--- src/hw/rtl/swm_pkg.sv ---
// Shared types and constants for the sliding window median filter.
// Holds the transfer payload structs and the control structs of the cell rows.
// No dependencies.
`timescale 1ns / 1ps
`default_nettype none

package swm_pkg;

	localparam int unsigned MAX_WINDOW_DEF = 64;
	localparam int unsigned SAMPLE_BITS    = 16;
	localparam int unsigned CFG_BITS       = 7;
	localparam int unsigned MEDIAN_BITS    = SAMPLE_BITS + 1;
	localparam logic [CFG_BITS-1:0] WINDOW_RESET = CFG_BITS'(3);

	typedef logic signed [SAMPLE_BITS-1:0] sample_t;
	typedef logic signed [MEDIAN_BITS-1:0] median_t;
	typedef logic [CFG_BITS-1:0]           cfg_word_t;

	typedef struct packed {
		sample_t sample;
		logic    sample_present;
	} in_item_t;

	typedef struct packed {
		median_t median_half_units;
		logic    median_valid;
	} out_item_t;

	// Control of the history row: push a new sample in, or rotate by one.
	typedef struct packed {
		logic push;
		logic rotate;
	} hist_ctl_t;

	// Control of the sorting row: empty it, insert a value, or shift to the head.
	typedef struct packed {
		logic clear;
		logic insert;
		logic shift;
	} sort_ctl_t;

endpackage : swm_pkg

`default_nettype wire

--- src/hw/rtl/swm_hist_cell.sv ---
// One position of the sample history row of the median filter.
// Depends on swm_pkg for the sample type and the row control struct.
`timescale 1ns / 1ps
`default_nettype none

module swm_hist_cell import swm_pkg::*; (
	input  wire logic      clk,
	input  wire logic      arst_n,
	input  wire hist_ctl_t ctl,
	input  wire sample_t   push_v,
	input  wire logic      push_p,
	input  wire sample_t   rot_v,
	input  wire logic      rot_p,
	output logic           p,
	output sample_t        v
);

	sample_t v_q;
	logic    p_q;

	// Presence is control state and clears on reset; the value is payload.
	always_ff @(posedge clk or negedge arst_n) begin
		if (!arst_n) begin
			p_q <= 1'b0;
		end else if (ctl.push) begin
			p_q <= push_p;
		end else if (ctl.rotate) begin
			p_q <= rot_p;
		end
	end

	always_ff @(posedge clk) begin
		if (ctl.push) begin
			v_q <= push_v;
		end else if (ctl.rotate) begin
			v_q <= rot_v;
		end
	end

	assign v = v_q;
	assign p = p_q;

endmodule : swm_hist_cell

`default_nettype wire

--- config.mk ---
export PLATFORM = sky130hd
export DESIGN_NAME = swm_hist_cell
export DESIGN_NICKNAME = d
export VERILOG_FILES = /design/src/hw/rtl/swm_pkg.sv /design/src/hw/rtl/swm_hist_cell.sv
export SDC_FILE = /design/constraint.sdc
export NUM_CORES = 1
export LEC_CHECK = 0
export BUFFER_PORTS_ARGS = -buffer_cell sky130_fd_sc_hd__buf_2
export CORE_ASPECT_RATIO = 1.25
export CORE_MARGIN = 2
export CORE_UTILIZATION = 28
export CTS_BUF_LIST = sky130_fd_sc_hd__clkbuf_4 sky130_fd_sc_hd__clkbuf_8
export CTS_CLUSTER_SIZE = 12
export DETAILED_ROUTE_END_ITERATION = 8
export SLEW_MARGIN = 20
export SYNTH_ARGS = -nofsm -noshare
export SYNTH_HDL_FRONTEND = slang
export SYNTH_SLANG_ARGS = --single-unit
--- constraint.sdc ---
create_clock -name clk -period 1 [get_ports clk]
set_clock_uncertainty 0.2 [all_clocks]
set_input_delay 0.3 -clock clk [delete_from_list [all_inputs] [get_ports clk]]
set_output_delay 0.3 -clock clk [all_outputs]
set_load 0.02 [all_outputs]
==> results.txt, run 1 <==
The overall routed net length is 1.584 mm. The master cell of the clock root buffer is clkbuf_4. The area fraction in and, or, nand and nor cells after synthesis is 1.303%. Across all setup checks in the final design, the least slack found is -322.9 ps.

For this run, the detailed router's first-pass iteration total came to 3. The utilization after layout came out at 49.41%. The critical path is of the reg2out type. The routed layout has 573 vias.

Yosys printed 0 warnings. The worst hold path begins at push_p. The startpoint identified for the worst register-to-register timing path is p. Setup slack on the worst reg-to-reg path comes out at 90 ps. The run finished, with violations left.

The shortest clock period the worst path allows after layout is 1323 ps. The number of fill cells is 236. STA classifies the critical path startpoint as a flip-flop. The total number of placement rows came out at 21. The hold violation count in the final report is 0. The die covers 3181 sq um. The storage element area is 505.5 sq um. The post-synthesis average cell area came out at 19.70 sq um. The core footprint came out at 2654 sq um. The kind of cell with the highest combined delay along the critical path is flip-flops. In the layout the commonest cells are buf_2, edfxtp_1, mux2_4. The initial antenna violation count came out at 0. For this design, the slowest cell found on the critical path is edfxtp_1. The synthesized netlist cell count came out at 39. In this run the worst path has a maximum fanout of 1.

The netlist area before placement came out at 768.2 sq um. For this run, design rule violations remaining after detail routing come to 0. After clock tree synthesis, the setup repair step added 0 buffers. The tool flagged a number of max-cap violations equal to 0.

The worst setup path is captured at an output port. The distinct cell type count after synthesis came out at 10. The static power due to leakage came out at 0.6273 nW. The clock latency of the later-clocked register in the worst-skew pair came out at 270 ps.

Power spread over the standard cell area amounts to 1328 nW/um^2. Summing all multi-input logic gate instances after layout gives 272.8 sq um. The number of antenna diodes in the final layout is 0. The number of buffers between clock root and the deepest sink is 2. The cell count of the worst reg-to-reg path is 2. The synthesized-area fraction occupied by ao, oa, aoi and oai cells came out at 0.6515%. In this run the remaining antenna-violating nets after routing total 0. The area added between synthesis and finish came out at 70.68%. The worst min-delay path endpoint is p. The global router's overall resource usage came out at 9.783%. For this design the total switching power over the nets is 0.4104 mW. For this block, the initial DRC count from the detailed router was 1. The pin count of the biggest net entering global routing is 10.

Leaving out filler cells and counting taps, the final layout contains 135. Measured along the y axis, the die boundary spans 62.57 um. The library cell used most frequently in the layout, excluding fill and tap cells, is buf_2. The adder-cell share of the synthesized area came out at 0%.

The worst hold path cell count is 3. TritonCTS built the clock tree. The slew at the pin closest to its max-slew limit is 103.2 ps. In this run the tool buffered the top-level ports with 54 buffer cells. Clock-pin slew was measured on the worst setup and hold paths at 90 ps.

Setup violations remaining at the end of the flow were counted as 49. The global placer's final weighted congestion is 0.5972. The clock network fraction of total power came out at 20.8%. The timing-limited maximum frequency came out at 755.9 MHz. During I/O placement, the number of pins put on the boundary was 55. The largest stage delay on the critical path came out at 380 ps. Net switching is 23.57% of the power. The first global-routing pass estimated 2.352 mm of wire. The post-synthesis sequential element count came out at 17. The detail-routed via count per cell is 4.244. The number of cells in the design after placement is 126. Global routing finished with a remaining overflow of 0. In this run the worst hold path is classified as in2reg. The synthesized net count is 77. The post-synthesis mux area share came out at 28.18%. The final reports fail on setup timing.

The number of buffers and inverters on the critical path came out at 1. The starting density of the core is 28.95%. Internal power comes to 1.331 mW. Cells with a size suffix above 1 make up 79.21% of the layout. The sink count of the clock tree came out at 17. The detailed-route wire length per cell is 11.73 um. The combinational fraction of design power came out at 27.7%. The H-tree depth came out at 1. Setup repair after global routing could not meet its margin everywhere. The highest ir drop seen on vdd came out at 0.0004789 V.

After synthesis, the largest family of logic cells by area is multiplexers. The worst register-to-register path ends at p. The number of global-route vias before repair is 545. In this run the number of cells on the critical path is 1. TritonCTS created 3 clock buffers. The synthesized netlist devotes 0% of its cell area to XOR and XNOR gates. The arrival time of data at the critical path endpoint came out at 820 ps. The total count of max-transition violations in the final report came out at 0. The required time of the critical path came out at 500 ps.

In the finished design, the share of the clock period the worst path needs comes to 132.3%. The signal on the critical path passes through buf_2. The remaining max-slew budget at the tightest pin is 92.93%. The sequential cell area fraction in the yosys report is 65.80%. The worst setup slack before clock tree synthesis is -387.6 ps. The part of the power in registers came out at 51.5%.

The net count of the finished layout is 140. The floorplan die width came out at 50.85 um.
## Yosys cell counts, drive strengths merged
cell type,count,area [sq um]
edfxtp,16,480.5
mux2,16,206.5
buf,2,31.28
dfrtp,1,25.02
mux2i,1,10.01
nand2,1,3.750
o21ai,1,5.000
or2,1,6.260
## worst max-delay path by stage
stage	slack, ps	startpoint	to
after global routing	-370	v[10]	v[10]
after global placement	-370	ctl[1]	v[1]
final	-320	v[8]	v[8]
after floorplan	-320	ctl[1]	v[0]
after detailed placement	-390	ctl[1]	v[3]
after CTS	-340	v[8]	v[8]
## layer usage
| layer | global-route usage [%] | routed length, um | up-vias | part of all wire [%] |
|---|---|---|---|---|
| li1 | - | - | 279 | - |
| met1 | 10.49 | 585 | 261 | 37 |
| met2 | 17.60 | 855 | 33 | 54 |
| met3 | 2.632 | 143 | 0 | 9.0 |
| met4 | 4.054 | 0 | 0 | 0 |
| met5 | 0 | 0 | - | 0 |
## stage by stage
stage	area [sq um]	setup TNS (ps)	hold slack (ps)	power (mW)
final	1311	-5475	31.61	1.741
after global routing	1311	-6074	15.86	1.842
after CTS	1231	-5691	24.45	1.702
after detailed placement	1072	-12200	-118.7	1.263
after global placement	1072	-11660	-121.2	1.255
after floorplan	779.5	-8730	-195.6	1.119
## cells by family after synthesis
family / Yosys count
compound gates: 1
buf+inv: 2
mux: 17
flops: 17
simple gates: 2
## state kept, by name, indices dropped and copies added, names as in the netlist
signal / flops
p: 1
v: 16
## power groups by stage
stage               logic [mW]  clock network, mW  registers [mW]
finish                   0.483              0.363           0.896
global route             0.511              0.427           0.904
CTS                      0.427              0.388           0.887
detailed placement       0.362                  0           0.901
global placement         0.357                  0           0.898
floorplan                0.112                  0            1.01
## timing repair
action,4_1_cts,5_1_grt
hold buffers,1,0
resized for setup,12,24
hold endpoints to repair,1,0
pin swaps,2,1
setup endpoints to repair,49,31
gates cloned,4,0
## cell type report
type                    instances  area share, %
multi-input cells              21          20.80
flip-flops and latches         17          38.55
repair buffers                 59          35.11
well taps                      34          3.244
clock buffers                   4          2.290
Power figures use the tool's default switching activity.
==> inputs of run 2 (changes only) <==
Settings changed: CELL_PAD_IN_SITES_DETAIL_PLACEMENT set to 0, CELL_PAD_IN_SITES_GLOBAL_PLACEMENT set to 1, PLACE_DENSITY_LB_ADDON set to 0.1.
==> run 2 against run 1 <==
Against the previous run:
- the flow still finishes with violations (setup timing)
- sequential share of layout area up 1.5 points
- first-iteration DRC count up 100%
- worst hold slack worse by 12 ps
- cell area down 3.6%
- via count down 2.4%
- worst setup slack worse by 10 ps
- fmax down 0.75%
- critical path type unchanged
- largest cell class unchanged
- sequential cell count unchanged
- core utilization down 1.8 points
==> results.txt, run 2 (synthesis gave the netlist of run 1 again) <==
The library cell used most frequently in the layout, excluding fill and tap cells, is buf_2. The detail-routed via count per cell was 4.141 (-2.4%). The endpoint identified for the worst register-to-register timing path is p. The final-report setup violation count came to 24 (-51%).

The cell count of the worst reg-to-reg path is 3 (+1). The number of DRC markers in iteration 0 came out at 2 (+1). On the critical path the largest part of the delay comes from flip-flops. The pin count of the biggest net entering global routing is 17 (+7).

The total number of placement rows is 21 (unchanged). Setup repair after global routing could not meet its margin everywhere. The combinational fraction of design power came out at 26.8% (-0.9 points). The number of clock buffers inserted by TritonCTS was 3 (unchanged).

The worst path setup slack after routing came out at -332.8 ps (-9.967 ps). The number of buffers and inverters on the critical path is 1 (unchanged). The wire length of the first global-routing pass is 2.415 mm (+2.7%). The overall routed net length came out at 1.519 mm (-4.1%).

The count of non-filler cells in the finished layout was 135 (unchanged). The switching power summed over all nets is 0.4347 mW (+5.9%). The category of the worst setup path capture point is an output port. The highest ir drop seen on vdd came to 0.0004866 V (+1.6%). The worst-path maximum fanout came to 1 (unchanged).

The worst register-to-register path begins at p. The critical path is of the reg2out type. The total DRC errors in the routed layout came out at 0 (unchanged). The post-route cell area is 1264 sq um (-3.6%). The routed via count is 559 (-2.4%).

The H-tree depth came out at 1 (unchanged). The floorplan die width is 50.85 um (unchanged). The sink count of the clock tree is 17 (unchanged). The net count of the finished layout is 140 (unchanged).

TritonCTS built the clock tree. The remaining max-slew budget at the tightest pin came out at 85.21% (-7.7 points). The residual antenna-violating net count after detailed routing was 0 (unchanged). The final HPWL from detailed placement is 1.206 mm. The largest stage delay on the critical path came out at 400 ps (+20 ps).

The flip-flop count of the largest register, all copies and words added came out at 16 (unchanged). The number of primary I/O pins came out at 55 (unchanged). The CTS clock-pin slew for the worst setup and hold paths is 100 ps (about the same).

The static power due to leakage came out at 0.5871 nW (-6.4%). The worst min-delay path startpoint is push_p. The number of buffers between clock root and the deepest sink came out at 2 (unchanged). The number of cells in the design after placement is 128 (+1.6%). The final clock period utilization by the worst path was 133.3% (+1.0 points). The worst hold path terminates at p. The slowest stage of the critical path belongs to the cell edfxtp_1. The arrival time of data at the critical path endpoint came out at 830 ps (about the same). The checks that failed: setup timing. The power density over the cells is 1362 nW/um^2 (+2.6%). Traced cell by cell, the critical path runs through buf_6.

The remaining global-route overflow is 0 (unchanged). The core footprint was 2654 sq um (unchanged). The global router's overall resource usage is 10.39% (+0.60 points).

The number of antenna repair diodes came out at 0 (unchanged). The number of global-route vias before repair came out at 592 (+8.6%). The max-cap violation count is 0 (unchanged). The run finished, with violations left. The final hold slack came out at 19.55 ps (-12.06 ps).

The starting density of the core is 28.95% (unchanged). The area added between synthesis and finish came out at 64.49%. The initial antenna violation count is 0 (unchanged). The switching share of power was 25.26% (+1.7 points). The slew at the pin closest to its max-slew limit came out at 221.9 ps (+118.7 ps). The number of input and output port buffers inserted is 54 (unchanged). The placed standard-cell area was 1100 sq um (+2.6%). The die area came out at 3181 sq um (unchanged). The worst hold path cell count is 3 (unchanged). The part of the power in registers was 52.2% (+0.7 points).

The height of the die is 62.57 um (unchanged). The path class of the tightest hold or removal check is in2reg. The clock network fraction of total power is 21.0% (+0.2 points). The clock latency of the later-clocked register in the worst-skew pair is 290 ps (+20 ps). In the layout the commonest cells are buf_2, edfxtp_1, buf_6. The share of post-route cells with drive strength above 1 came out at 79.21% (unchanged).

The required time of the critical path came out at 500 ps (about the same). The timing-limited maximum frequency came out at 750.3 MHz (-0.75%). The internal power component was 1.286 mW (-3.3%).

The reg2reg setup slack came out at -20 ps (-110 ps). The post-layout total power came out at 1.721 mW (-1.2%). The global placer's final weighted congestion was 0.6170 (+3.3%). The total count of max-transition violations in the final report came to 0 (unchanged). The worst setup path is launched from a flip-flop. The hold violation count in the final report is 0 (unchanged). The shortest clock period the worst path allows after layout came out at 1333 ps (+9.967 ps). The cell sitting at the root of the clock tree is a clkbuf_4. The detailed-route wire length per cell is 11.25 um (-4.1%). The first-pass detailed-route iteration total came out at 2 (-1).
[run 2: cell types whose count changed in the layout (fill, tap and decap cells not counted), sizes merged]
cell,before,now
clkinv,0,1
buf,58,59
or2,2,1
clkbuf,4,3
[run 2: cell type report]
type / count / area, sq um
Timing Repair Buffer: 60 / 454.2
Fill cell: 254 / 1390
Multi-Input combinational cell: 20 / 234.0
Clock inverter: 1 / 5.005
Clock buffer: 3 / 22.52
Tap cell: 34 / 42.54
Sequential cell: 17 / 505.5
[run 2: tightest hold or removal path: cells and delay by family]
family                 cells  cell delay (ps)
buffers and inverters      1               70
AND/OR/NAND/NOR            1               40
AO/OA/AOI/OAI              1               60
[run 2: routing by layer]
metal  global-route usage, %  part of all wire, %  routed length (um)
met2                   19.74                   53                 811
met4                   6.081                 0.92                  14
met5                       0                    0                   0
met1                   9.133                   35                 528
met3                   3.110                   11                 165
[run 2: how the worst max path moves through the flow]
stage                      start    end  cells past startpoint
after floorplan           ctl[1]   v[0]                      3
after global placement    ctl[1]  v[14]                      3
after detailed placement  ctl[1]   v[3]                      3
after CTS                  v[13]  v[13]                      1
after global routing       v[13]  v[13]                      1
final                       v[0]   v[0]                      1
[run 2: stage by stage]
step / setup WS, ps / utilization [%] / setup TNS, ps
after floorplan: -319.3 / - / -8730
after global placement: -364.4 / 41.44 / -9800
after detailed placement: -402.0 / 41.44 / -10730
after CTS: -358.5 / 44.74 / -5742
after global routing: -384.1 / 47.62 / -6215
final: -332.8 / 47.62 / -5493
[run 2: repair_timing]
action,in CTS,in global routing
hold buffers,1,0
setup endpoints to repair,33,17
pin swaps,0,0
cloned,1,0
buffers inserted,0,1
resized for setup,8,23
hold endpoints to repair,1,0
[run 2: power groups by stage]
stage,Clock [mW],Combinational (mW),Sequential [mW]
6_report,0.362,0.461,0.898
5_1_grt,0.410,0.488,0.906
4_1_cts,0.381,0.406,0.886
3_5_place_dp,0,0.375,0.901
3_3_place_gp,0,0.373,0.898
2_1_floorplan,0,0.112,1.01
