===== src/hw/rtl/swm_pkg.sv =====
// Shared types and constants for the sliding window median filter.
// Holds the transfer payload structs and the control structs of the cell rows.
// No dependencies.
`timescale 1ns / 1ps
`default_nettype none

package swm_pkg;

	localparam int unsigned MAX_WINDOW_DEF = 64;
	localparam int unsigned SAMPLE_BITS    = 16;
	localparam int unsigned CFG_BITS       = 7;
	localparam int unsigned MEDIAN_BITS    = SAMPLE_BITS + 1;
	localparam logic [CFG_BITS-1:0] WINDOW_RESET = CFG_BITS'(3);

	typedef logic signed [SAMPLE_BITS-1:0] sample_t;
	typedef logic signed [MEDIAN_BITS-1:0] median_t;
	typedef logic [CFG_BITS-1:0]           cfg_word_t;

	typedef struct packed {
		sample_t sample;
		logic    sample_present;
	} in_item_t;

	typedef struct packed {
		median_t median_half_units;
		logic    median_valid;
	} out_item_t;

	// Control of the history row: push a new sample in, or rotate by one.
	typedef struct packed {
		logic push;
		logic rotate;
	} hist_ctl_t;

	// Control of the sorting row: empty it, insert a value, or shift to the head.
	typedef struct packed {
		logic clear;
		logic insert;
		logic shift;
	} sort_ctl_t;

endpackage : swm_pkg

`default_nettype wire


===== src/hw/rtl/swm_sort_cell.sv =====
// One slot of the insertion sorting row of the median filter.
// Depends on swm_pkg for the sample type and the row control struct.
`timescale 1ns / 1ps
`default_nettype none

module swm_sort_cell import swm_pkg::*; (
	input  wire logic      clk,
	input  wire logic      arst_n,
	input  wire sort_ctl_t ctl,
	input  wire sample_t   x,
	input  wire sample_t   left_v,
	input  wire logic      left_gt,
	input  wire logic      left_ok,
	input  wire sample_t   right_v,
	output sample_t        v,
	output logic           gt,
	output logic           ok
);

	sample_t v_q;
	logic    ok_q;
	logic    take;

	// The occupied slots form a sorted prefix, so the slots holding values
	// above x form a suffix of it. Each of those moves one place up, and the
	// slot just above the last value not above x receives x.
	assign gt   = ok_q && (v_q > x);
	assign take = gt || (!ok_q && left_ok);

	always_ff @(posedge clk or negedge arst_n) begin
		if (!arst_n) begin
			ok_q <= 1'b0;
		end else if (ctl.clear) begin
			ok_q <= 1'b0;
		end else if (ctl.insert && take) begin
			ok_q <= 1'b1;
		end
	end

	always_ff @(posedge clk) begin
		if (ctl.insert && take) begin
			v_q <= left_gt ? left_v : x;
		end else if (ctl.shift) begin
			v_q <= right_v;
		end
	end

	assign v  = v_q;
	assign ok = ok_q;

endmodule : swm_sort_cell

`default_nettype wire


===== config.mk =====
export PLATFORM = sky130hd
export DESIGN_NAME = swm_sort_cell
export DESIGN_NICKNAME = d
export VERILOG_FILES = /design/src/hw/rtl/swm_pkg.sv /design/src/hw/rtl/swm_sort_cell.sv
export SDC_FILE = /design/constraint.sdc
export NUM_CORES = 1
export LEC_CHECK = 0
export ABC_AREA = 1
export BUFFER_PORTS_ARGS = -buffer_cell sky130_fd_sc_hd__clkbuf_2
export CAP_MARGIN = 0
export CORE_MARGIN = 1
export CORE_UTILIZATION = 30
export DETAILED_ROUTE_END_ITERATION = 10
export GPL_TIMING_DRIVEN = 0
export SYNTH_ARGS = -nofsm -noshare
export SYNTH_HDL_FRONTEND = slang
export SYNTH_SLANG_ARGS = --single-unit

===== constraint.sdc =====
create_clock -name clk -period 3.65 [get_ports clk]
set_input_delay 0.365 -clock clk [delete_from_list [all_inputs] [get_ports clk]]
set_output_delay 0.365 -clock clk [all_outputs]
set_load 0.1 [all_outputs]

==> impl_results.html, run 1 <==
<table>
<tr><th>Metric</th><th>Value</th></tr>
<tr><th colspan="2">Status</th></tr>
<tr><td>Status</td><td>complete, no violations</td></tr>
<tr><th colspan="2">Worst setup path</th></tr>
<tr><td>Critical path origin</td><td>v[15]</td></tr>
<tr><td>Worst reg2reg startpoint</td><td>v[15]</td></tr>
<tr><td>Setup crit end kind</td><td>flop</td></tr>
<tr><td>Gate family responsible for the most delay along the worst path</td><td>simple AND/OR/NAND/NOR gates</td></tr>
<tr><td>Crit-path max cell delay</td><td>520 ps</td></tr>
<tr><td>Type of the worst setup path</td><td>flop to flop</td></tr>
<tr><td>Crit path buffers/inverters</td><td>2</td></tr>
<tr><td>Startpoint types</td><td>flop</td></tr>
<tr><td>Most frequent cell on the critical path</td><td>nand2_1</td></tr>
<tr><td>Critical Path AT</td><td>2640 ps</td></tr>
<tr><td>Required time at the endpoint of the critical path</td><td>approximately 3500 ps</td></tr>
<tr><td>Critical path cell sequence</td><td>ha_1, nand2_2, inv_1, nand2_1, nand2_1, a21oi_1, nand3_1, nand2_1, nand3_2, nand2_4, nand2_8, buf_12, nand2_1</td></tr>
<tr><td>Max Fanout on Critical Path</td><td>16</td></tr>
<tr><td>CP max stage cell</td><td>nand2_1</td></tr>
<tr><th colspan="2">Placed design</th></tr>
<tr><td>GP Congestion</td><td>0.8132</td></tr>
<tr><td>Area after DPL</td><td>1986 um2</td></tr>
<tr><td>Place WS</td><td>783.5 ps</td></tr>
<tr><td>IO Port Bufs</td><td>between 70 and 80</td></tr>
<tr><td>DPL Wire Length</td><td>between 3 and 4 mm</td></tr>
<tr><td>Placed Cells</td><td>334</td></tr>
<tr><th colspan="2">Pwr</th></tr>
<tr><td>VDD IR-drop max</td><td>0.0002103 V</td></tr>
<tr><td>Total power</td><td>approximately 760 uW</td></tr>
<tr><td>P_leak</td><td>between 1 and 1.5 nW</td></tr>
<tr><td>Power per standard cell area</td><td>374.8 nW/um2</td></tr>
<tr><th colspan="2">Floorplanning</th></tr>
<tr><td>Die Area</td><td>about 5400 um2</td></tr>
<tr><td>Effective utilization at floorplan</td><td>0.3190</td></tr>
<tr><td>Area of the core</td><td>4848 um2</td></tr>
<tr><td>Height of the die</td><td>73.80 um</td></tr>
<tr><td>Site row count</td><td>25</td></tr>
<tr><td>I/O Pins</td><td>73</td></tr>
<tr><td>Die width</td><td>roughly 74 um</td></tr>
<tr><th colspan="2">Clock network</th></tr>
<tr><td>CTS tree</td><td>yes</td></tr>
<tr><td>CTS H-tree depth</td><td>1</td></tr>
<tr><td>Clock root buffer</td><td>clkbuf_8</td></tr>
<tr><td>Clock sink total</td><td>17</td></tr>
<tr><td>Clock buffer depth</td><td>2</td></tr>
<tr><td>Setup repair bufs after CTS</td><td>0</td></tr>
<tr><td>Clk Latency, worst-skew pair</td><td>250 ps</td></tr>
<tr><td>Clock input transition at the sequential cells of the worst setup and hold paths</td><td>70 ps</td></tr>
<tr><td>Number of buffers created by CTS</td><td>3</td></tr>
<tr><th colspan="2">Logic synthesis</th></tr>
<tr><td>Library cell occupying the most area in the post-synthesis netlist</td><td>edfxtp_1</td></tr>
<tr><td>Area fraction in compound gates after synthesis</td><td>0.06796</td></tr>
<tr><td>Yosys warnings</td><td>0</td></tr>
<tr><td>Number of storage elements in the synthesis netlist</td><td>17</td></tr>
<tr><td>Synth top cells by count</td><td>53 x nand2_1, 30 x inv_1, 20 x nand3_1</td></tr>
<tr><td>Synthesized area per cell</td><td>slightly below 8 um2</td></tr>
<tr><td>Xor and xnor area share after synthesis</td><td>0</td></tr>
<tr><td>Number of synthesized flops with an enable pin</td><td>16</td></tr>
<tr><td>Synth Net Count</td><td>between 200 and 300</td></tr>
<tr><td>Largest cells by area after synthesis</td><td>edfxtp_1 31%, ha_1 13%, nand2_1 13%, inv_1 7.3%, nand2_4 7.3%</td></tr>
<tr><td>Portion of the post-synthesis area used by sequential elements</td><td>0.3269</td></tr>
<tr><td>Synth Cell Area</td><td>1546 um2</td></tr>
<tr><td>Synth Flop Type</td><td>edfxtp_1</td></tr>
<tr><td>Synthesized instance count</td><td>196</td></tr>
<tr><td>Area share of the largest cell type after synthesis</td><td>0.3107</td></tr>
<tr><td>Proportion of synthesized area in mux cells</td><td>0.007282</td></tr>
<tr><td>Simple-gate area share of the yosys netlist</td><td>0.3617</td></tr>
<tr><td>Arithmetic-cell share of the synthesized area counting full adders, half adders and majority gates</td><td>0.1294</td></tr>
<tr><td>Most numerous cell in the Yosys netlist</td><td>nand2_1</td></tr>
<tr><td>Largest family of logic cells by synthesized area</td><td>simple AND/OR/NAND/NOR gates</td></tr>
<tr><td>Number of library cell types mapped by synthesis</td><td>22</td></tr>
<tr><td>Fraction of synthesis flops using an asynchronous set or reset pin</td><td>0.05882</td></tr>
<tr><th colspan="2">STA</th></tr>
<tr><td>Final hold vios</td><td>0</td></tr>
<tr><td>Clock skew after layout</td><td>approximately 2.5 ps</td></tr>
<tr><td>Unrepaired setup endpoints after global routing</td><td>no</td></tr>
<tr><td>Maximum achievable frequency</td><td>363.4 MHz</td></tr>
<tr><td>Final worst path period need</td><td>around 2800 ps</td></tr>
<tr><td>Transition time at the pin with the least slew margin</td><td>687.9 ps</td></tr>
<tr><td>Final cycle utilization of the critical path</td><td>0.7539</td></tr>
<tr><td>Setup violators final</td><td>0</td></tr>
<tr><td>Number of max-slew violations in the final report</td><td>0</td></tr>
<tr><td>Total negative slack</td><td>0 ps</td></tr>
<tr><td>Worst slew margin relative to its limit</td><td>0.5403</td></tr>
<tr><td>Post-route setup slack</td><td>between 800 and 900 ps</td></tr>
<tr><th colspan="2">Detailed routing</th></tr>
<tr><td>Detailed-route wire length</td><td>3.862 mm</td></tr>
<tr><td>Initial drt markers</td><td>24</td></tr>
<tr><td>Average routed wire per standard cell</td><td>11.39 um</td></tr>
<tr><td>Via-to-Cell Ratio</td><td>around 4.3</td></tr>
<tr><td>Via count of the routed design</td><td>around 1,500</td></tr>
<tr><td>DRC violations left</td><td>0</td></tr>
<tr><td>Number of detailed-routing iterations run before antenna repair</td><td>4</td></tr>
<tr><td>DRT antenna net count</td><td>0</td></tr>
<tr><th colspan="2">Finish</th></tr>
<tr><td>Layout fillers</td><td>about 540</td></tr>
<tr><td>Share of post-route cells with drive strength above 1</td><td>0.3934</td></tr>
<tr><td>Post-Layout Cell Count</td><td>roughly 340</td></tr>
<tr><td>Finished Cell Area</td><td>2041 um2</td></tr>
<tr><td>ANT cells</td><td>0</td></tr>
<tr><td>Sequential Area</td><td>505.5 um2</td></tr>
<tr><td>Synth-to-Final Area Change</td><td>31.96%</td></tr>
<tr><td>Number of nets in the finished design</td><td>344</td></tr>
<tr><td>Area of the multi-input gates</td><td>875.8 um2</td></tr>
<tr><th colspan="2">Min path</th></tr>
<tr><td>Hold_sp</td><td>ctl[2]</td></tr>
<tr><td>Worst Hold Class</td><td>input pin to flop</td></tr>
<tr><th colspan="2">GRT</th></tr>
<tr><td>Initial antenna violation count</td><td>0</td></tr>
<tr><td>Vias in the first global route</td><td>1,407</td></tr>
<tr><td>Global router's overall resource usage</td><td>0.1507</td></tr>
<tr><td>Pin count of the biggest net entering global routing</td><td>17</td></tr>
<tr><td>GR Overflow Total</td><td>0</td></tr>
<tr><td>First-pass GRT wire length</td><td>6.154 mm</td></tr>
<tr><th colspan="2">Job</th></tr>
<tr><td>Max Cap Violations</td><td>0</td></tr>
</table>
timing repair:
action / in CTS / in global routing
hold buffers: 1 / 0
endpoints found under the hold margin: 1 / 0
resized for setup: 0 / 0
per-stage QoR:
| stage | utilization | hold WS (ps) |
|---|---|---|
| 3_3_place_gp | 0.4095 | 140.9 |
| 2_1_floorplan | - | 69.41 |
| 5_1_grt | 0.4209 | 259.3 |
| 3_5_place_dp | 0.4095 | 145.0 |
| 4_1_cts | 0.4209 | 263.7 |
| 6_report | 0.4209 | 263.8 |
sequential cells by signal, indices dropped and copies added, names as in the netlist:
name and count:
v 16, ok 1
cells in the final DEF (no fill, tap or decap):
master	n
inv_1	30
nand2_4	10
nor2_1	2
nand4_1	1
nand2_8	1
nor2_4	2
edfxtp_1	16
clkbuf_2	71
ha_1	16
a21oi_1	6
nand3_2	1
clkbuf_1	4
nand2_2	12
dlygate4sd3_1	1
nand3_1	20
o21ai_0	15
buf_4	1
buf_12	1
nand2_1	53
dfrtp_1	1
buf_2	2
clkbuf_8	3
mux2_2	1
inv_2	1
nor2_2	1
cells by family after synthesis:
family	after synthesis
and+or+nand+nor	103
adders and majority gates	16
DFF	17
muxes	1
buffers and inverters	38
AOI/OAI and AO/OA	21
cell type report:
type / instances / area share
multi-input cells: 141 / 0.4292
clock buffers: 4 / 0.02207
inverters: 31 / 0.05702
well taps: 67 / 0.04108
flip-flops and latches: 17 / 0.2477
repair buffers: 72 / 0.1790
plain buffers: 7 / 0.02391
path summary, 6_finish.rpt:
kind	end	slack [ps]	cells past startpoint
worst min-delay path	ok	260	2
max in group asynchronous	ok	3140	2
worst min register to register	ok	540	2
min in group asynchronous	ok	420	2
worst max register to register	v[1]	900	13
worst max-delay path	v[1]	900	13
metal layers:
metal | vias up | GRT usage | routed length, um
li1 | 783 | - | -
met1 | 640 | 0.1847 | 1646
met2 | 37 | 0.2722 | 2004
met3 | 2 | 0.02469 | 179
met4 | 0 | 0.03846 | 31
met5 | - | 0 | 0
power breakdown:
part	internal, mW	switching [mW]	total (mW)
logic	0.0932	0.276	0.369
clock network	0.0774	0.0649	0.142
registers	0.242	0.0119	0.253
worst reg2reg max path: stages, from the launching register on:
cell      delay, ps
edfxtp_1        400
ha_1            320
nand2_2         110
inv_1            40
nand2_1          60
nand2_1          40
a21oi_1         190
nand3_1         110
nand2_1          80
nand3_2          90
nand2_4         150
nand2_8         100
buf_12          170
nand2_1         520
No activity file was read; power rests on OpenSTA's default activity.
==> run 2: changes to the inputs <==
==> constraint.sdc (replaced) <==
create_clock -name clk -period 2.72 [get_ports clk]
set_input_delay 0.272 -clock clk [delete_from_list [all_inputs] [get_ports clk]]
set_output_delay 0.272 -clock clk [all_outputs]
set_load 0.1 [all_outputs]
==> run 2 against run 1 <==
Net effect: routed wire length down 0.34%; critical path type is now flop to output pin; highest routed layer unchanged; first-iteration DRC count up 46%; total power up 36%; flip-flop and latch count unchanged; setup slack worse by 660 ps; critical path depth down 2; die area unchanged; final area up 1.7%.
==> impl_results.html, run 2 (synthesized netlist as in run 1, its figures left out) <==
<table>
<tr><th>Metric</th><th>Value</th></tr>
<tr><th colspan="2">STA</th></tr>
<tr><td>Total negative slack</td><td>0 ps (unchanged)</td></tr>
<tr><td>Number of max-slew violations in the final report</td><td>0 (unchanged)</td></tr>
<tr><td>Transition time at the pin with the least slew margin</td><td>549.2 ps (-138.7 ps)</td></tr>
<tr><td>Final hold vios</td><td>0 (unchanged)</td></tr>
<tr><td>Unrepaired setup endpoints after global routing</td><td>no</td></tr>
<tr><td>Clock skew after layout</td><td>7.218 ps (+4.689 ps)</td></tr>
<tr><td>Final worst path period need</td><td>2486 ps</td></tr>
<tr><td>Final cycle utilization of the critical path</td><td>0.9138</td></tr>
<tr><td>Worst slew margin relative to its limit</td><td>0.6354 (+0.09513)</td></tr>
<tr><td>Setup violators final</td><td>0 (unchanged)</td></tr>
<tr><td>Worst Hold Slack</td><td>168.6 ps (-95.17 ps)</td></tr>
<tr><td>Maximum achievable frequency</td><td>around 400 MHz</td></tr>
<tr><th colspan="2">Finish</th></tr>
<tr><td>Synth-to-Final Area Change</td><td>34.14%</td></tr>
<tr><td>Area of the multi-input gates</td><td>904.6 um2 (+3.3%)</td></tr>
<tr><td>Largest register FFs</td><td>16 (unchanged)</td></tr>
<tr><td>ANT cells</td><td>0 (unchanged)</td></tr>
<tr><td>Final core area utilization</td><td>0.4279 (+0.006968)</td></tr>
<tr><td>Post-Layout Cell Count</td><td>339 (unchanged)</td></tr>
<tr><td>Share of post-route cells with drive strength above 1</td><td>0.4081 (+0.01471)</td></tr>
<tr><td>Layout fillers</td><td>538 (-0.55%)</td></tr>
<tr><td>Leading cell type in the layout, fill and taps excluded</td><td>clkbuf_2</td></tr>
<tr><td>Number of nets in the finished design</td><td>344 (unchanged)</td></tr>
<tr><td>Sequential Area</td><td>505.5 um2 (unchanged)</td></tr>
<tr><td>Most frequent cells in the layout</td><td>71 x clkbuf_2, 52 x nand2_1, 29 x inv_1, 20 x nand3_1, 16 x edfxtp_1</td></tr>
<tr><th colspan="2">Min path</th></tr>
<tr><td>Worst Hold Class</td><td>input pin to flop</td></tr>
<tr><th colspan="2">Clock network</th></tr>
<tr><td>Clock sink total</td><td>17 (unchanged)</td></tr>
<tr><td>Number of buffers created by CTS</td><td>3 (unchanged)</td></tr>
<tr><td>Clk Latency, worst-skew pair</td><td>260 ps (about the same)</td></tr>
<tr><td>Clock buffer depth</td><td>2 (unchanged)</td></tr>
<tr><td>Clock input transition at the sequential cells of the worst setup and hold paths</td><td>70 ps (about the same)</td></tr>
<tr><td>CTS tree</td><td>yes</td></tr>
<tr><td>CTS H-tree depth</td><td>1 (unchanged)</td></tr>
<tr><td>Clock root buffer</td><td>clkbuf_8</td></tr>
<tr><th colspan="2">Floorplanning</th></tr>
<tr><td>Site row count</td><td>25 (unchanged)</td></tr>
<tr><td>Effective utilization at floorplan</td><td>0.3190 (unchanged)</td></tr>
<tr><td>Die width</td><td>73.80 um (unchanged)</td></tr>
<tr><td>Die Area</td><td>5446 um2 (unchanged)</td></tr>
<tr><td>I/O Pins</td><td>73 (unchanged)</td></tr>
<tr><td>Area of the core</td><td>4848 um2 (unchanged)</td></tr>
<tr><td>Height of the die</td><td>73.80 um (unchanged)</td></tr>
<tr><th colspan="2">Placed design</th></tr>
<tr><td>GP Congestion</td><td>0.8099 (-0.41%)</td></tr>
<tr><td>DPL Wire Length</td><td>3.089 mm (-5.0%)</td></tr>
<tr><td>Placed Cells</td><td>334 (unchanged)</td></tr>
<tr><td>IO Port Bufs</td><td>71 (unchanged)</td></tr>
<tr><th colspan="2">GRT</th></tr>
<tr><td>Initial antenna violation count</td><td>0 (unchanged)</td></tr>
<tr><td>Pin count of the biggest net entering global routing</td><td>17 (unchanged)</td></tr>
<tr><td>Global router's overall resource usage</td><td>0.1527 (+0.001933)</td></tr>
<tr><td>First-pass GRT wire length</td><td>6.175 mm (+0.34%)</td></tr>
<tr><td>Vias in the first global route</td><td>1,408 (+0.071%)</td></tr>
<tr><td>GR Overflow Total</td><td>0 (unchanged)</td></tr>
<tr><th colspan="2">Detailed routing</th></tr>
<tr><td>Detailed-route wire length</td><td>3.849 mm (-0.34%)</td></tr>
<tr><td>Number of detailed-routing iterations run before antenna repair</td><td>4 (unchanged)</td></tr>
<tr><td>Via-to-Cell Ratio</td><td>4.375 (+1.4%)</td></tr>
<tr><td>Via count of the routed design</td><td>1,483 (+1.4%)</td></tr>
<tr><td>Initial drt markers</td><td>35 (+46%)</td></tr>
<tr><td>Average routed wire per standard cell</td><td>11.35 um (-0.34%)</td></tr>
<tr><td>DRT antenna net count</td><td>0 (unchanged)</td></tr>
<tr><td>DRC violations left</td><td>0 (unchanged)</td></tr>
<tr><th colspan="2">Worst setup path</th></tr>
<tr><td>Type of the worst setup path</td><td>flop to output pin</td></tr>
<tr><td>Setup crit end kind</td><td>output pin</td></tr>
<tr><td>Required time at the endpoint of the critical path</td><td>2450 ps (-1080 ps)</td></tr>
<tr><td>Max Fanout on Critical Path</td><td>2 (-14)</td></tr>
<tr><td>Critical Path AT</td><td>2210 ps (-430 ps)</td></tr>
<tr><td>Startpoint types</td><td>flop</td></tr>
<tr><th colspan="2">Pwr</th></tr>
<tr><td>P_leak</td><td>1.137 nW (-0.34%)</td></tr>
<tr><td>VDD IR-drop max</td><td>0.0002170 V (+3.2%)</td></tr>
<tr><td>Power per standard cell area</td><td>500.9 nW/um2 (+34%)</td></tr>
<tr><th colspan="2">Job</th></tr>
<tr><td>Max Cap Violations</td><td>0 (unchanged)</td></tr>
<tr><th colspan="2">Status</th></tr>
<tr><td>Status</td><td>complete, no violations</td></tr>
</table>
[run 2: cell types whose count changed in the layout (fill, tap and decap cells not counted), sizes merged]
cell / change
inv: -1
clkbuf: -1
clkinvlp: +1
clkinv: +1
[run 2: final timing paths]
path	slack (ps)	cells past startpoint	end	start
min in group asynchronous	330	2	ok	arst_n
max in group asynchronous	2300	2	ok	arst_n
max	230	11	gt	v[11]
min reg2reg	550	2	ok	ok
min	170	2	ok	ctl[2]
max reg2reg	410	13	v[12]	v[11]
[run 2: power breakdown]
| part | internal, mW | total, mW | switching [mW] |
|---|---|---|---|
| combinational | 0.129 | 0.500 | 0.372 |
| clock | 0.102 | 0.198 | 0.0961 |
| sequential | 0.324 | 0.341 | 0.0174 |
[run 2: what timing repair did]
item	4_1_cts	5_1_grt
hold buffers	1	0
setup buffers	0	0
hold endpoints to repair	1	0
resized for setup	0	0
[run 2: per-layer routing]
metal  vias to the layer above  wire (um)  track usage
met5                         -          0            0
met4                         0         38      0.05128
met3                         2        164      0.02606
met2                        40       1952       0.2599
met1                       657       1693       0.1944
li1                        784          -            -
[run 2: area by class of cell]
| type | instances | area share |
|---|---|---|
| clock buffers | 3 | 0.01990 |
| multi-input cells | 141 | 0.4361 |
| inverters | 31 | 0.05790 |
| repair buffers | 72 | 0.1761 |
| clock inverters | 1 | 0.002413 |
| well taps | 67 | 0.04041 |
| plain buffers | 7 | 0.02352 |
| flip-flops and latches | 17 | 0.2437 |
[run 2: metrics by stage]
stage               setup WS [ps]  power, mW  instance area, um2
floorplan                   7.482     0.7380                1579
global placement            396.8     0.8475                2018
detailed placement          393.8     0.8504                2018
CTS                         205.0      1.049                2074
global route                30.45      1.097                2074
finish                      234.4      1.039                2074
[run 2: worst max-delay path, cell delays in order, from the launching register on]
cell,delay [ps]
edfxtp_1,410
ha_1,320
nand2_1,100
inv_1,40
nand2_1,50
nand2_1,50
a21oi_1,160
nand3_1,90
nand2_1,80
nand3_2,110
clkinvlp_4,90
clkbuf_2,440
==> run 3: changes to the inputs <==
--- a/config.mk
+++ b/config.mk
@@ -5,7 +5,6 @@
 export SDC_FILE = /design/constraint.sdc
 export NUM_CORES = 1
 export LEC_CHECK = 0
-export ABC_AREA = 1
 export BUFFER_PORTS_ARGS = -buffer_cell sky130_fd_sc_hd__clkbuf_2
 export CAP_MARGIN = 0
 export CORE_MARGIN = 1
==> run 3 against run 2 <==
Net effect: utilization is 5.0 points higher; clock power hardly changed; via count is 12% lower; non-clock buffer count is 9 higher; setup slack worse by 140 ps; total power is 6.1% higher; largest cell class unchanged; highest routed layer unchanged.
==> impl_results.html, run 3 <==
<table>
<tr><th>Metric</th><th>Value</th></tr>
<tr><th colspan="2">Status</th></tr>
<tr><td>Status</td><td>complete, no violations</td></tr>
<tr><th colspan="2">Worst setup path</th></tr>
<tr><td>Max Fanout on Critical Path</td><td>6 (+4)</td></tr>
<tr><td>Gate family responsible for the most delay along the worst path</td><td>compound AO/OA/AOI/OAI gates</td></tr>
<tr><td>Critical path cell sequence</td><td>ha_4, nand4_1, buf_4, a2111o_1, and3_4, o311ai_4, buf_12, buf_6, mux2_2</td></tr>
<tr><td>Crit path buffers/inverters</td><td>3 (unchanged)</td></tr>
<tr><td>CP max stage cell</td><td>edfxtp_1</td></tr>
<tr><td>Required time at the endpoint of the critical path</td><td>2730 ps (+280 ps)</td></tr>
<tr><td>Setup crit end kind</td><td>flop</td></tr>
<tr><td>Startpoint types</td><td>flop</td></tr>
<tr><td>Critical path origin</td><td>v[15]</td></tr>
<tr><td>Worst reg2reg startpoint</td><td>v[15]</td></tr>
<tr><td>Type of the worst setup path</td><td>flop to flop</td></tr>
<tr><td>Critical Path AT</td><td>2630 ps (+420 ps)</td></tr>
<tr><td>Crit-path max cell delay</td><td>440 ps (about the same)</td></tr>
<tr><th colspan="2">Placed design</th></tr>
<tr><td>DPL Wire Length</td><td>2.741 mm (-11%)</td></tr>
<tr><td>Place WS</td><td>-185.8 ps (-579.5 ps)</td></tr>
<tr><td>IO Port Bufs</td><td>72 (+1.4%)</td></tr>
<tr><td>GP Congestion</td><td>0.7722 (-4.7%)</td></tr>
<tr><th colspan="2">Finish</th></tr>
<tr><td>ANT cells</td><td>0 (unchanged)</td></tr>
<tr><td>Share of post-route cells with drive strength above 1</td><td>0.5223 (+0.1142)</td></tr>
<tr><td>Most frequent cells in the layout</td><td>71 x clkbuf_2, 19 x nand2_1, 16 x inv_1, 16 x o21ai_0, 16 x edfxtp_1</td></tr>
<tr><td>Synth-to-Final Area Change</td><td>51.81%</td></tr>
<tr><td>Layout fillers</td><td>425 (-21%)</td></tr>
<tr><td>Largest register FFs</td><td>16 (unchanged)</td></tr>
<tr><td>Leading cell type in the layout, fill and taps excluded</td><td>clkbuf_2</td></tr>
<tr><td>Number of nets in the finished design</td><td>296 (-14%)</td></tr>
<tr><th colspan="2">Logic synthesis</th></tr>
<tr><td>Area share of the largest cell type after synthesis</td><td>0.3478 (+0.03715)</td></tr>
<tr><td>Yosys warnings</td><td>0 (unchanged)</td></tr>
<tr><td>Synth top cells by count</td><td>19 x nand2_1, 16 x edfxtp_1, 16 x ha_1, 16 x inv_1, 16 x o21ai_0</td></tr>
<tr><td>Most numerous cell in the Yosys netlist</td><td>nand2_1</td></tr>
<tr><td>Portion of the post-synthesis area used by sequential elements</td><td>0.3659 (+0.03908)</td></tr>
<tr><td>Fraction of synthesis flops using an asynchronous set or reset pin</td><td>0.05882 (unchanged)</td></tr>
<tr><td>Area fraction in compound gates after synthesis</td><td>0.1313 (+0.06338)</td></tr>
<tr><td>Xor and xnor area share after synthesis</td><td>0 (unchanged)</td></tr>
<tr><td>Arithmetic-cell share of the synthesized area counting full adders, half adders and majority gates</td><td>0.1449 (+0.01548)</td></tr>
<tr><td>Library cell occupying the most area in the post-synthesis netlist</td><td>edfxtp_1</td></tr>
<tr><td>Synth Flop Type</td><td>edfxtp_1</td></tr>
<tr><td>Number of synthesized flops with an enable pin</td><td>16 (unchanged)</td></tr>
<tr><td>Number of storage elements in the synthesis netlist</td><td>17 (unchanged)</td></tr>
<tr><td>Largest family of logic cells by synthesized area</td><td>multiplexers</td></tr>
<tr><td>Proportion of synthesized area in mux cells</td><td>0.1630 (+0.1558)</td></tr>
<tr><td>Synth Net Count</td><td>207 (-22%)</td></tr>
<tr><td>Simple-gate area share of the yosys netlist</td><td>0.1322 (-0.2294)</td></tr>
<tr><td>Largest cells by area after synthesis</td><td>edfxtp_1 35%, ha_1 14%, mux2_4 9.8%, mux2_2 6.5%, o21ai_0 5.8%</td></tr>
<tr><td>Synth Cell Area</td><td>1381 um2 (-11%)</td></tr>
<tr><td>Synthesized instance count</td><td>136 (-31%)</td></tr>
<tr><td>Number of library cell types mapped by synthesis</td><td>26 (+18%)</td></tr>
<tr><td>Synthesized area per cell</td><td>10.16 um2 (+29%)</td></tr>
<tr><th colspan="2">Detailed routing</th></tr>
<tr><td>Average routed wire per standard cell</td><td>12.99 um (+14%)</td></tr>
<tr><td>Initial drt markers</td><td>51 (+46%)</td></tr>
<tr><td>DRT antenna net count</td><td>0 (unchanged)</td></tr>
<tr><td>Number of detailed-routing iterations run before antenna repair</td><td>4 (unchanged)</td></tr>
<tr><td>DRC violations left</td><td>0 (unchanged)</td></tr>
<tr><td>Via count of the routed design</td><td>1,299 (-12%)</td></tr>
<tr><td>Via-to-Cell Ratio</td><td>4.707 (+7.6%)</td></tr>
<tr><td>Detailed-route wire length</td><td>3.585 mm (-6.9%)</td></tr>
<tr><th colspan="2">STA</th></tr>
<tr><td>Number of max-slew violations in the final report</td><td>0 (unchanged)</td></tr>
<tr><td>Maximum achievable frequency</td><td>381.2 MHz (-5.3%)</td></tr>
<tr><td>Post-route setup slack</td><td>96.60 ps (-137.8 ps)</td></tr>
<tr><td>Final worst path period need</td><td>2623 ps (+137.8 ps)</td></tr>
<tr><td>Unrepaired setup endpoints after global routing</td><td>yes</td></tr>
<tr><td>Setup violators final</td><td>0 (unchanged)</td></tr>
<tr><td>Transition time at the pin with the least slew margin</td><td>555.8 ps (+6.566 ps)</td></tr>
<tr><td>Clock skew after layout</td><td>6.667 ps (-0.5519 ps)</td></tr>
<tr><td>Final cycle utilization of the critical path</td><td>0.9645 (+0.05065)</td></tr>
<tr><td>Worst slew margin relative to its limit</td><td>0.6311 (-0.004359)</td></tr>
<tr><td>Total negative slack</td><td>0 ps (unchanged)</td></tr>
<tr><td>Final hold vios</td><td>0 (unchanged)</td></tr>
<tr><td>Worst Hold Slack</td><td>158.6 ps (-9.983 ps)</td></tr>
<tr><th colspan="2">Floorplanning</th></tr>
<tr><td>Area of the core</td><td>4384 um2 (-9.6%)</td></tr>
<tr><td>Die width</td><td>69.86 um (-5.3%)</td></tr>
<tr><td>Effective utilization at floorplan</td><td>0.3151 (-0.003899)</td></tr>
<tr><td>Height of the die</td><td>69.86 um (-5.3%)</td></tr>
<tr><td>Site row count</td><td>24 (-4.0%)</td></tr>
<tr><td>Die Area</td><td>4880 um2 (-10%)</td></tr>
<tr><td>I/O Pins</td><td>73 (unchanged)</td></tr>
<tr><th colspan="2">Pwr</th></tr>
<tr><td>Power dissipated by switching net loads</td><td>481.6 uW (-0.70%)</td></tr>
<tr><td>VDD IR-drop max</td><td>0.0003377 V (+56%)</td></tr>
<tr><td>Portion of total power attributed to sequential cells</td><td>0.315 (-0.013)</td></tr>
<tr><td>Power Internal</td><td>620.8 uW (+12%)</td></tr>
<tr><td>Power per standard cell area</td><td>525.7 nW/um2 (+5.0%)</td></tr>
<tr><td>Share of total power in combinational logic</td><td>0.504 (+0.023)</td></tr>
<tr><td>P_leak</td><td>1.047 nW (-8.0%)</td></tr>
<tr><td>Switching Share</td><td>0.4369 (-0.02987)</td></tr>
<tr><td>Clk pwr share</td><td>0.182 (-0.008)</td></tr>
<tr><th colspan="2">Job</th></tr>
<tr><td>Max Cap Violations</td><td>0 (unchanged)</td></tr>
<tr><th colspan="2">Clock network</th></tr>
<tr><td>CTS tree</td><td>yes</td></tr>
<tr><td>CTS H-tree depth</td><td>1 (unchanged)</td></tr>
<tr><td>Clock root buffer</td><td>clkbuf_8</td></tr>
<tr><td>Clock input transition at the sequential cells of the worst setup and hold paths</td><td>80 ps (about the same)</td></tr>
<tr><td>Number of buffers created by CTS</td><td>3 (unchanged)</td></tr>
<tr><td>Clk Latency, worst-skew pair</td><td>260 ps (about the same)</td></tr>
<tr><td>Clock buffer depth</td><td>2 (unchanged)</td></tr>
<tr><td>Clock sink total</td><td>17 (unchanged)</td></tr>
<tr><th colspan="2">GRT</th></tr>
<tr><td>Initial antenna violation count</td><td>0 (unchanged)</td></tr>
<tr><td>Pin count of the biggest net entering global routing</td><td>17 (unchanged)</td></tr>
<tr><td>Global router's overall resource usage</td><td>0.1480 (-0.004692)</td></tr>
<tr><td>First-pass GRT wire length</td><td>5.664 mm (-8.3%)</td></tr>
<tr><td>Vias in the first global route</td><td>1,291 (-8.3%)</td></tr>
<tr><td>GR Overflow Total</td><td>0 (unchanged)</td></tr>
<tr><th colspan="2">Min path</th></tr>
<tr><td>Hold_sp</td><td>ctl[2]</td></tr>
<tr><td>Worst Hold Class</td><td>input pin to flop</td></tr>
</table>
[run 3: cell count changes after synthesis, moves of 7 or more]
cell / before / now
nand2_1: 53 / 19
nand3_1: 20 / 0
inv_1: 30 / 16
nand2_2: 12 / 0
nand2_4: 10 / 0
mux2_4: 0 / 9
mux2_2: 1 / 8
[run 3: final cells by class]
| type | count | area (um2) | area share |
|---|---|---|---|
| multi-input combinational | 99 | 885.9 | 0.4224 |
| sequential | 17 | 505.5 | 0.2411 |
| timing repair buffer | 84 | 505.5 | 0.2411 |
| tap | 52 | 65.06 | 0.03103 |
| inverter | 16 | 60.06 | 0.02864 |
| clock buffer | 3 | 41.29 | 0.01969 |
| buffer | 4 | 26.28 | 0.01253 |
| clock inverter | 1 | 7.507 | 0.003580 |
[run 3: per-stage QoR]
step / std cells / utilization / total power, mW / area (um2)
floorplan: 136 / - / 0.7470 / 1428
global placement: 260 / 0.4227 / 0.8523 / 1853
detailed placement: 260 / 0.4227 / 0.8551 / 1853
CTS: 268 / 0.4506 / 1.079 / 1976
global route: 276 / 0.4783 / 1.160 / 2097
finish: 276 / 0.4783 / 1.102 / 2097
[run 3: metal layers]
layer	routed length, um	global-route usage
met5	0	0
met3	199	0.04618
met4	20	0.02667
met2	1728	0.2479
met1	1637	0.1890
[run 3: cells by family after synthesis]
kind of cell	count (synthesis)
muxes	17
AOI/OAI and AO/OA	29
buffers and inverters	20
adders and majority gates	16
DFF	17
and+or+nand+nor	37
[run 3: path summary, 6_finish.rpt]
| check | to | cells past startpoint | slack [ps] |
|---|---|---|---|
| setup / recovery | v[2] | 9 | 100 |
| hold / removal | ok | 2 | 160 |
| setup reg to reg | v[2] | 9 | 100 |
| hold reg to reg | ok | 2 | 620 |
| max in group asynchronous | ok | 2 | 2320 |
| min in group asynchronous | ok | 2 | 320 |
[run 3: power groups by stage]
stage	combinational, mW	sequential, mW	clock [mW]
after global placement	0.501	0.352	0
after detailed placement	0.504	0.351	0
after CTS	0.523	0.346	0.210
after global routing	0.592	0.351	0.217
after floorplan	0.189	0.559	0
final	0.555	0.347	0.200
[run 3: repair_timing]
| action | 4_1_cts | 5_1_grt |
|---|---|---|
| hold buffers | 1 | 0 |
| pin swaps | 3 | 3 |
| buffers inserted | 3 | 7 |
| endpoints found under the hold margin | 1 | 0 |
| resized for setup | 6 | 6 |
| setup endpoints to repair | 32 | 33 |
| cloned | 0 | 1 |
